**src/vrl_pkg.sv**
```systemverilog
// Shared types and constants for the vector rescale-to-length block.
package vrl_pkg;

    localparam int CW = 16;
    localparam int TGT_W = CW - 1;
    localparam int SQ_W = 2 * CW - 1;
    localparam int NUM_W = 2 * CW - 2;
    localparam int SUM_W = 2 * CW;
    localparam int LEN_W = CW;
    localparam int Q_W = CW - 1;
    localparam int QUEUE_DEPTH = 2;

    typedef struct packed {
        logic signed [CW-1:0] comp_x;
        logic signed [CW-1:0] comp_y;
        logic signed [CW-1:0] comp_z;
        logic [TGT_W-1:0]     target_length;
    } vrl_req_t;

    typedef struct packed {
        logic signed [CW-1:0] out_x;
        logic signed [CW-1:0] out_y;
        logic signed [CW-1:0] out_z;
        logic [LEN_W-1:0]     input_length;
        logic                 zero_vector;
    } vrl_res_t;

    typedef struct packed {
        logic [2:0][SQ_W-1:0]  sq;
        logic [2:0][NUM_W-1:0] num;
        logic [2:0]            neg;
        logic                  zero;
    } vrl_item_t;

    typedef struct packed {
        logic [2:0][NUM_W-1:0] num;
        logic [2:0]            neg;
        logic                  zero;
    } vrl_side_t;

    typedef struct packed {
        logic [2:0][NUM_W-1:0] rem;
        logic [2:0][Q_W-1:0]   quo;
        logic [LEN_W-1:0]      len;
        logic [2:0]            neg;
        logic                  zero;
    } vrl_div_t;

endpackage

```
**src/vrl_front.sv**
```systemverilog
// Front stage: takes requests, forms magnitudes, squares and scaled numerators.
module vrl_front
(
    input  logic               clk,
    input  logic               rst_n,
    input  logic               req_valid,
    output logic               req_ready,
    input  vrl_pkg::vrl_req_t  req_data,
    output logic               item_valid,
    input  logic               item_ready,
    output vrl_pkg::vrl_item_t item_data
);
    import vrl_pkg::*;

    logic                valid_reg;
    logic                valid_next;
    vrl_item_t           item_reg;
    vrl_item_t           item_next;
    logic [2:0][CW-1:0]  raw;
    logic [2:0][CW-1:0]  mag;
    logic                accept;

    assign req_ready = !valid_reg || item_ready;
    assign accept = req_valid && req_ready;
    assign raw[0] = req_data.comp_x;
    assign raw[1] = req_data.comp_y;
    assign raw[2] = req_data.comp_z;

    always_comb
    begin
        for (int l = 0; l < 3; l++)
        begin
            item_next.neg[l] = raw[l][CW-1];
            mag[l] = raw[l][CW-1] ? (~raw[l] + CW'(1)) : raw[l];
            item_next.sq[l] = SQ_W'(mag[l] * mag[l]);
            item_next.num[l] = NUM_W'(mag[l] * req_data.target_length);
        end
        item_next.zero = (raw == '0);
        if (accept)
        begin
            valid_next = 1'b1;
        end
        else if (item_ready)
        begin
            valid_next = 1'b0;
        end
        else
        begin
            valid_next = valid_reg;
        end
    end

    always_ff @(posedge clk or negedge rst_n)
    begin
        if (!rst_n)
        begin
            valid_reg <= 1'b0;
        end
        else
        begin
            valid_reg <= valid_next;
        end
    end

    always_ff @(posedge clk)
    begin
        if (accept)
        begin
            item_reg <= item_next;
        end
    end

    assign item_valid = valid_reg;
    assign item_data = item_reg;

endmodule

```
**config.mk**
```make
export PLATFORM = sky130hd
export DESIGN_NAME = vrl_front
export DESIGN_NICKNAME = d
export VERILOG_FILES = /design/src/vrl_pkg.sv /design/src/vrl_front.sv
export SDC_FILE = /design/constraint.sdc
export NUM_CORES = 2
export LEC_CHECK = 0
export ABC_AREA = 0
export BUFFER_PORTS_ARGS = -buffer_cell sky130_fd_sc_hd__buf_2
export CORE_MARGIN = 3
export CORE_UTILIZATION = 59
export DETAILED_ROUTE_END_ITERATION = 10
export GPL_ROUTABILITY_DRIVEN = 1
export PLACE_DENSITY = 0.8
export SLEW_MARGIN = 20
export SYNTH_ARGS = -nofsm -noshare
export SYNTH_HDL_FRONTEND = slang
export SYNTH_SLANG_ARGS = --single-unit
```
**constraint.sdc**
```tcl
create_clock -name clk -period 5.58 [get_ports clk]
set_input_delay 0.837 -clock clk [delete_from_list [all_inputs] [get_ports clk]]
set_output_delay 0.837 -clock clk [all_outputs]
set_load 0.05 [all_outputs]
```
==> impl_metrics.toml <==
[timing]
period_minus_slack_ps = 7640
max_freq_mhz = 131
clock-skew-final_ps = 14.1
setup_ws_ps = -2060
hold_viol = 0
slew_headroom_pct = 31.8
worst_pin_slew_ps = 1010
finalSetupViolations = 137
rsz0062_at_grt = "true"
period_share_pct = 137
slew_violations = 0

[worst_setup_path]
worst_path_max_delay_cell = "fa_1"
start_kind = "primary input"
critPathCapture = "item_data[32]"
path_max_fanout = 5
critPathArrivalTime_ps = 7920
r2r_start = "item_valid"
regToRegEndpoint = "item_data[49]"
worstSetupPathType = "in2reg"
required_ps = 5860
r2r_slack_ps = 3400
slowest_delay_ps = 560
cp-startpoint = "req_data[48]"
r2r_cells = 3
end_kind = "flip-flop"

[placement]
pre_cts_ws_ps = -2540
routabilityCongestion = 0.946
io_buffer_count = 252
dpl.hpwl_um = 113000

[job]
drv_cap = 0

[grt]
grt_overflow = 0
grt_max_degree = 69
grt_use_total_pct = 34.0
grt_pass1_vias = 47900
antenna_found_initial = 5
grt_pass1_wl_um = 240000

[floorplanning]
core-area_sq_um = 84100
die-area_sq_um = 88800
start_util_pct = 59.8
die_h_um = 298
ioPinCount = 256
die_x_um = 298
rows = 106

[synthesis]
netlist_area_sq_um = 50300
synth.largest_area_cell = "fa_1"
synth_top_cell_area_share_pct = 40.8
synth_warnings = 0
synth_edf_count = 184
ys_seq_elements = 185
synth_seq_area_share_pct = 11.0
synth_area_per_cell_sq_um = 9.40
synth.distinct_cells = 81
synth_most_common_cell = "inv_1"
synth_ff_type = "edfxtp_1"
synthTopCellsByArea = "fa_1 (41%), ha_1 (14%), edfxtp_1 (11%), inv_1 (9.9%), nand2_1 (4.7%)"
synth_common_cells = "inv_1 (1330), fa_1 (1025), nand2_1 (626)"
async_reset_ff_share_pct = 0.541
synthCells = 5354

[route]
totalWireLength_um = 155000
viasPerCell = 5.64
wire_per_inst_um = 20.3
dr.first_iter.drc_count = 3113
vias = 43200
drtPass1Iterations = 5
drtAntennaViolNets = 0
drcViolationCount = 0

[min_path]
hold_path_class = "in2async"

[cells_and_area]
layout-drive-gt1-share_pct = 30.5
finalNetCount = 8164
post-route-util_pct = 77.8
fill_cells = 4760
area_growth_pct = 30.1

[clocking]
clk_pin_slew_ps = 80
clock_latency_ps = 520
h-tree-depth = 4
clock_sinks = 185
numCtsBuffers = 17
cts-hold-fix-buffers = 0
cts.path.max_buffers = 2
root_buffer = "clkbuf_16"
cts_tree = "built"

[run_status]
violations = "negative setup slack"
outcome = "finished with violations"
[how the worst min path moves through the flow]
stage	cells past startpoint	start	endpoint	slack (ps)
floorplan	0	rst_n	item_valid	540
global placement	2	item_valid	item_valid	510
detailed placement	2	item_valid	item_valid	570
CTS	1	rst_n	item_valid	60
global route	1	rst_n	item_valid	70
finish	1	rst_n	item_valid	90
[worst max-delay path: cells and delay by family]
family / cells / cell delay (ps)
xor gates and xnor gates: 2 / 290
adders and majority gates: 8 / 3510
and+or+nand+nor: 3 / 670
buffers and inverters: 10 / 910
AOI/OAI and AO/OA: 9 / 1680
[per-layer routing]
metal  global-route usage [%]  vias up  share of wire [%]
met4                     21.3        2                8.1
li1                         -    18400                  -
met1                     38.8    21600                 33
met5                        0        -              0.012
met3                     5.92      920                8.6
met2                     59.3     2300                 50
[placed cells by master (no fill, tap or decap), drive strengths merged, types with 12 or more instances in the layout]
cell	count
and2	351
xnor2	164
xor2	68
nor2b	33
nand3	24
o21bai	23
clkbuf	19
nor4	13
o31ai	12
inv	1338
a21oi	140
fa	1025
ha	556
a31oi	13
nor3	29
conb	36
clkinv	13
nor2	216
nand2	626
o21a	25
nand2b	27
and3	15
o21ai	76
edfxtp	184
buf	1303
a21o	78
[sequential cells by signal, indices dropped and copies added, names as in the netlist]
| signal | flops |
|---|---|
| item_valid | 1 |
| item_data | 184 |
[layout make-up]
class / count / area (sq um) / share of cell area [%]
tap: 1134 / 1420 / 2.17
multi-input combinational: 3667 / 42800 / 65.4
clock inverter: 13 / 120 / 0.184
clock buffer: 19 / 433 / 0.661
sequential: 185 / 5550 / 8.48
timing repair buffer: 1303 / 9970 / 15.2
timing repair inverter: 1 / 6.26 / 0.00956
inverter: 1341 / 5130 / 7.83
antenna: 3 / 7.51 / 0.0115
[through the flow]
stage / hold WS [ps] / area (sq um) / setup TNS [ps] / instances
global route: 70.8 / 65400 / -216100 / 7664
finish: 89.7 / 65400 / -197680 / 7666
floorplan: 541 / 52500 / -180310 / 5388
CTS: 59.6 / 64200 / -158810 / 7614
global placement: 506 / 61300 / -245820 / 7503
detailed placement: 565 / 61300 / -262150 / 7503
[what timing repair did]
action,in CTS,in global routing
resized for setup,397,230
setup endpoints to repair,133,139
pin swaps,318,178
setup buffers,95,62
gates cloned,3,1
[cells by family after synthesis]
group / count (synthesis) / synth area share (%)
flip-flops: 185 / 11.0
XOR/XNOR: 231 / 4.08
adder cells (fa/ha/maj): 1581 / 54.6
AND/OR/NAND/NOR: 1369 / 12.8
AO/OA/AOI/OAI: 449 / 5.93
other: 2 / 0.0149
buffers and inverters: 1537 / 11.5
Power is not shown: default switching activity piles up to over one toggle a cycle in this logic, so the estimate is an artifact.
