### src/vrl_pkg.sv
// Shared types and constants for the vector rescale-to-length block.
package vrl_pkg;

    localparam int CW = 16;
    localparam int TGT_W = CW - 1;
    localparam int SQ_W = 2 * CW - 1;
    localparam int NUM_W = 2 * CW - 2;
    localparam int SUM_W = 2 * CW;
    localparam int LEN_W = CW;
    localparam int Q_W = CW - 1;
    localparam int QUEUE_DEPTH = 2;

    typedef struct packed {
        logic signed [CW-1:0] comp_x;
        logic signed [CW-1:0] comp_y;
        logic signed [CW-1:0] comp_z;
        logic [TGT_W-1:0]     target_length;
    } vrl_req_t;

    typedef struct packed {
        logic signed [CW-1:0] out_x;
        logic signed [CW-1:0] out_y;
        logic signed [CW-1:0] out_z;
        logic [LEN_W-1:0]     input_length;
        logic                 zero_vector;
    } vrl_res_t;

    typedef struct packed {
        logic [2:0][SQ_W-1:0]  sq;
        logic [2:0][NUM_W-1:0] num;
        logic [2:0]            neg;
        logic                  zero;
    } vrl_item_t;

    typedef struct packed {
        logic [2:0][NUM_W-1:0] num;
        logic [2:0]            neg;
        logic                  zero;
    } vrl_side_t;

    typedef struct packed {
        logic [2:0][NUM_W-1:0] rem;
        logic [2:0][Q_W-1:0]   quo;
        logic [LEN_W-1:0]      len;
        logic [2:0]            neg;
        logic                  zero;
    } vrl_div_t;

endpackage

### src/vrl_queue.sv
// Short queue between the front stage and the arithmetic pipeline.
module vrl_queue
#(
    parameter int DEPTH = 2
)
(
    input  logic               clk,
    input  logic               rst_n,
    input  logic               push_valid,
    output logic               push_ready,
    input  vrl_pkg::vrl_item_t push_data,
    output logic               pop_valid,
    input  logic               pop_ready,
    output vrl_pkg::vrl_item_t pop_data
);
    import vrl_pkg::*;

    localparam int PW = (DEPTH > 1) ? $clog2(DEPTH) : 1;
    localparam int CNT_W = $clog2(DEPTH + 1);

    vrl_item_t         mem_reg [DEPTH];
    logic [PW-1:0]     wr_reg;
    logic [PW-1:0]     wr_next;
    logic [PW-1:0]     rd_reg;
    logic [PW-1:0]     rd_next;
    logic [CNT_W-1:0]  cnt_reg;
    logic [CNT_W-1:0]  cnt_next;
    logic              push;
    logic              pop;

    assign push_ready = (cnt_reg != CNT_W'(DEPTH));
    assign pop_valid = (cnt_reg != '0);
    assign push = push_valid && push_ready;
    assign pop = pop_valid && pop_ready;
    assign pop_data = mem_reg[rd_reg];

    always_comb
    begin
        wr_next = wr_reg;
        rd_next = rd_reg;
        if (push)
        begin
            wr_next = (wr_reg == PW'(DEPTH - 1)) ? '0 : wr_reg + PW'(1);
        end
        if (pop)
        begin
            rd_next = (rd_reg == PW'(DEPTH - 1)) ? '0 : rd_reg + PW'(1);
        end
        cnt_next = cnt_reg + CNT_W'(push) - CNT_W'(pop);
    end

    always_ff @(posedge clk or negedge rst_n)
    begin
        if (!rst_n)
        begin
            wr_reg <= '0;
            rd_reg <= '0;
            cnt_reg <= '0;
        end
        else
        begin
            wr_reg <= wr_next;
            rd_reg <= rd_next;
            cnt_reg <= cnt_next;
        end
    end

    always_ff @(posedge clk)
    begin
        if (push)
        begin
            mem_reg[wr_reg] <= push_data;
        end
    end

endmodule

### config.mk
export PLATFORM = sky130hd
export DESIGN_NAME = vrl_queue
export DESIGN_NICKNAME = d
export VERILOG_FILES = /design/src/vrl_pkg.sv /design/src/vrl_queue.sv
export SDC_FILE = /design/constraint.sdc
export NUM_CORES = 1
export LEC_CHECK = 0
export BUFFER_PORTS_ARGS = -buffer_cell sky130_fd_sc_hd__buf_2
export CAP_MARGIN = 20
export CORE_MARGIN = 2
export CORE_UTILIZATION = 37
export DETAILED_ROUTE_END_ITERATION = 7
export GPL_TIMING_DRIVEN = 0
export PLACE_DENSITY_LB_ADDON = 0.15
export SLEW_MARGIN = 40
export SYNTH_ARGS = -nofsm -noshare
export SYNTH_HDL_FRONTEND = slang
export SYNTH_SLANG_ARGS = --single-unit
### constraint.sdc
create_clock -name clk -period 11.6 [get_ports clk]
set_input_delay 1.74 -clock clk [delete_from_list [all_inputs] [get_ports clk]]
set_output_delay 1.74 -clock clk [all_outputs]
set_load 0.01 [all_outputs]
==> results_tabular.tex <==
\begin{tabular}{lr}
\hline
Metric & Value \\
\hline
\multicolumn{2}{l}{\textbf{Status}} \\
\quad Status & finished clean \\
\multicolumn{2}{l}{\textbf{Worst setup path}} \\
\quad Critical path launch point type & flip-flop \\
\quad Arrival time at the worst endpoint & 1.95 ns \\
\quad Critical Path End Type & output pin \\
\quad Worst flop-to-flop path endpoint & mem\_reg[0][116]\$\_DFFE\_PP\_ \\
\quad Top delay family on crit path & buffers and inverters \\
\quad Data required, critical path & 9.86 ns \\
\quad CP Cell Sequence & buf\_6 > buf\_6 > buf\_6 > mux2\_4 > buf\_2 \\
\quad Total buffers and inverters traversed by the critical path & 4 \\
\quad Most prevalent standard cell on the critical path & sky130\_fd\_sc\_hd\_\_buf\_6 \\
\quad Path depth of the worst reg2reg path & 8 \\
\quad Worst reg2reg startpoint & cnt\_reg[0]\$\_DFF\_PN0\_ \\
\quad Critical path's largest stage delay & 0.34 ns \\
\quad Library cell contributing the largest single delay on the critical path & sky130\_fd\_sc\_hd\_\_dfrtp\_1 \\
\quad Peak fanout along the critical path & 10 \\
\quad Register-to-Register Setup Slack & 9.22 ns \\
\quad Critical path start-end classification & flip-flop to output pin \\
\multicolumn{2}{l}{\textbf{Synth}} \\
\quad Simple-Gate Fraction of Synth Area & 0.00345 \\
\quad Synthesized area per cell & 23.4 um2 \\
\quad Post-synthesis share of cell area spent on full adders, half adders and majority gates & 0.000885 \\
\quad Register area share after synthesis & 0.802 \\
\quad Fraction of synthesized area in multiplexers & 0.176 \\
\quad Dominant combinational cell family by area after synthesis & multiplexers \\
\quad Register bit count reported by yosys & 378 \\
\quad Top cell types by occurrence after synthesis & sky130\_fd\_sc\_hd\_\_edfxtp\_1, sky130\_fd\_sc\_hd\_\_mux2\_4, sky130\_fd\_sc\_hd\_\_mux2\_2 \\
\quad Post-Synthesis Net Count & 796 \\
\quad Leading cell type by number of instances after synthesis & sky130\_fd\_sc\_hd\_\_edfxtp\_1 \\
\quad Mapped cell area & 0.0141 mm2 \\
\quad Post-synthesis cell count & 604 \\
\quad Async SR Flop Fraction & 0.0106 \\
\quad Area fraction in compound gates after synthesis & 0.00221 \\
\quad Ranking of synthesized cells by area & sky130\_fd\_sc\_hd\_\_edfxtp\_1, sky130\_fd\_sc\_hd\_\_mux2\_4, sky130\_fd\_sc\_hd\_\_mux2\_2 \\
\quad XOR/XNOR Fraction of Synth Area & 0.00186 \\
\quad Area leader, netlist & sky130\_fd\_sc\_hd\_\_edfxtp\_1 \\
\quad Area share of the largest cell type after synthesis & 0.795 \\
\quad Number of warnings reported in the yosys synthesis log & 0 \\
\quad EDFF count, synth & 374 \\
\quad Post-synth top flop & sky130\_fd\_sc\_hd\_\_edfxtp\_1 \\
\quad Distinct cell type count after synthesis & 19 \\
\multicolumn{2}{l}{\textbf{Floorplan}} \\
\quad Die Span Y & 199 um \\
\quad FP Rows & 71 \\
\quad Ports & 380 \\
\quad Core region area & 0.0377 mm2 \\
\quad Initial Utilization & 0.375 \\
\quad Area of the die & 0.0398 mm2 \\
\quad Chip Width & 199 um \\
\multicolumn{2}{l}{\textbf{Route}} \\
\quad Count of routing violations after the opening detailed-route iteration & 254 \\
\quad Detailed-route wire length & 28900 um \\
\quad DRC violations left & 0 \\
\quad Vias per inst & 4.50 \\
\quad DR WL/cell & 18.3 um \\
\quad Total number of vias & 7124 \\
\quad Final antenna-violating net count & 0 \\
\quad Iteration count of the initial detailed-routing pass & 4 \\
\multicolumn{2}{l}{\textbf{Placement}} \\
\quad Routability cong. & 0.700 \\
\quad DPL Wire Length & 20600 um \\
\quad Worst slack after detailed placement & 7.89 ns \\
\quad Number of buffers added on ports & 379 \\
\quad Cell total after placement & 1513 \\
\quad Instance area after placement & 0.0171 mm2 \\
\multicolumn{2}{l}{\textbf{Cells and area}} \\
\quad Total number of nets in the final design & 1236 \\
\quad Synth-to-layout area growth & 30.3\% \\
\quad Largest register FFs & 374 \\
\quad Share of the core filled with cells in the final layout & 0.489 \\
\quad Fraction of layout cells with a size suffix above 1 & 0.621 \\
\quad Non-Filler Instances & 1582 \\
\quad Cell area after layout & 0.0184 mm2 \\
\multicolumn{2}{l}{\textbf{Hold path}} \\
\quad Hold path cells & 1 \\
\quad End point of the most critical hold path & wr\_reg\$\_DFFE\_PN0P\_ \\
\quad Class of the most critical hold timing path & flip-flop to flip-flop \\
\quad Hold Crit Start & wr\_reg\$\_DFFE\_PN0P\_ \\
\multicolumn{2}{l}{\textbf{GRT}} \\
\quad Total Routing Usage GR & 0.142 \\
\quad Via count of the first global-routing pass & 7262 \\
\quad Initial antenna violation count & 12 \\
\quad Global-route wire length before repair & 41600 um \\
\quad Largest net degree at the start of global routing & 37 \\
\quad Total congestion overflow after global routing & 0 \\
\multicolumn{2}{l}{\textbf{Timing}} \\
\quad Worst-case setup margin in the final layout & 7.91 ns \\
\quad Setup clock skew after layout & 0.0147 ns \\
\quad Tightest Pin Transition & 0.460 ns \\
\quad Number of slew-limit violations in the final report & 0 \\
\quad Final-report hold violation count & 0 \\
\quad \# setup viols final & 0 \\
\quad Setup repair after global routing missed its margin & no \\
\quad Fin Setup TNS & 0 ns \\
\quad Period utilisation layout & 0.318 \\
\quad Min cycle time layout & 3.69 ns \\
\quad Relative slew margins & 0.693 \\
\quad Maximum clock frequency & 271 MHz \\
\multicolumn{2}{l}{\textbf{CTS}} \\
\quad CTS tree & yes \\
\quad CTS HTree Levels & 2 \\
\quad \# clock sinks & 378 \\
\quad Hold-fix buffers, CTS & 0 \\
\quad Buffer cell driving the clock tree root & sky130\_fd\_sc\_hd\_\_clkbuf\_16 \\
\quad Worst skew pair latency & 0.54 ns \\
\quad Clock-pin slew reported for the worst setup and hold paths after clock tree synthesis & 0.06 ns \\
\quad Number of buffers created by CTS & 40 \\
\quad Max Buffers Root-to-Sink & 3 \\
\quad Setup bufs post-CTS & 0 \\
\quad Post-CTS resize count & 0 \\
\multicolumn{2}{l}{\textbf{Power and ir drop}} \\
\quad Leakage power & 7.17 nW \\
\quad Worst voltage drop across the vdd grid & 0.154 mV \\
\quad Pwr dens & 259 mW/mm2 \\
\multicolumn{2}{l}{\textbf{Run}} \\
\quad Total of max-cap violations & 0 \\
\hline
\end{tabular}
## placed cells by master (no fill, tap or decap), types with 2 or more instances in the layout
cell                          n
sky130_fd_sc_hd__buf_12       5
sky130_fd_sc_hd__buf_16       8
sky130_fd_sc_hd__buf_2      385
sky130_fd_sc_hd__buf_6       15
sky130_fd_sc_hd__buf_8        6
sky130_fd_sc_hd__bufinv_16    7
sky130_fd_sc_hd__clkbuf_1     3
sky130_fd_sc_hd__clkbuf_16   41
sky130_fd_sc_hd__clkinv_1    10
sky130_fd_sc_hd__clkinv_2     5
sky130_fd_sc_hd__dfrtp_1      4
sky130_fd_sc_hd__edfxtp_1   374
sky130_fd_sc_hd__mux2_2      86
sky130_fd_sc_hd__mux2_4     101
sky130_fd_sc_hd__nand2_1      2
sky130_fd_sc_hd__nor2_1       2
sky130_fd_sc_hd__xnor2_1      3
## stage by stage
step           power (W)  hold WS, ns
2_1_floorplan    0.00298        0.460
3_3_place_gp     0.00359        0.478
3_5_place_dp     0.00356        0.549
4_1_cts          0.00486        0.561
5_1_grt          0.00502        0.600
6_report         0.00478        0.561
## metal layers
layer / vias up / GRT usage / part of all wire
met4: 20 / 0.0568 / 0.025
met1: 3445 / 0.162 / 0.38
met3: 63 / 0.0754 / 0.13
met5: - / 0 / 0.0038
met2: 286 / 0.224 / 0.47
li1: 3310 / - / -
## area by class of cell
type,instances,area (um2)
Multi-Input combinational cell,205,2620
Clock buffer,44,1040
Fill cell,3281,19200
Tap cell,511,639
Clock inverter,24,289
Antenna cell,1,2.50
Timing Repair Buffer,398,2310
Buffer,21,199
Sequential cell,378,11300
## worst max-delay path by stage
stage,startpoint,to,slack (ns),cells past startpoint
5_1_grt,rd_reg$_DFFE_PN0P_,pop_data[86],7.78,5
6_report,rd_reg$_DFFE_PN0P_,pop_data[86],7.91,5
2_1_floorplan,push_valid,mem_reg[0][0]$_DFFE_PP_,1.29,2
3_3_place_gp,push_valid,mem_reg[0][75]$_DFFE_PP_,-4.25,3
3_5_place_dp,push_valid,mem_reg[0][116]$_DFFE_PP_,7.89,8
4_1_cts,rd_reg$_DFFE_PN0P_,pop_data[86],7.81,5
## cells by family (layout without fill, tap and decap cells)
family / count (synthesis) / in the layout
other: 0 / 1
multiplexers: 187 / 187
AND/OR/NAND/NOR: 10 / 10
adder cells (fa/ha/maj): 1 / 1
XOR/XNOR: 3 / 3
flip-flops: 378 / 378
AO/OA/AOI/OAI: 4 / 4
buffers and inverters: 21 / 487
## where the power goes
group | switching, W | internal [W]
clock network | 0.000490 | 0.000796
registers | 0.0000626 | 0.00186
logic | 0.000792 | 0.000777
total | 0.00134 | 0.00343
## worst register-to-register path: stages, from the launching register on
cell and delay, ns:
sky130_fd_sc_hd__dfrtp_1 0.44, sky130_fd_sc_hd__nand2b_1 0.19, sky130_fd_sc_hd__nand2_1 0.13, sky130_fd_sc_hd__nor2_4 0.39, sky130_fd_sc_hd__buf_16 0.21, sky130_fd_sc_hd__buf_8 0.18
sky130_fd_sc_hd__buf_8 0.18, sky130_fd_sc_hd__buf_16 0.17, sky130_fd_sc_hd__buf_8 0.19
(Power assumes the default switching activity.)
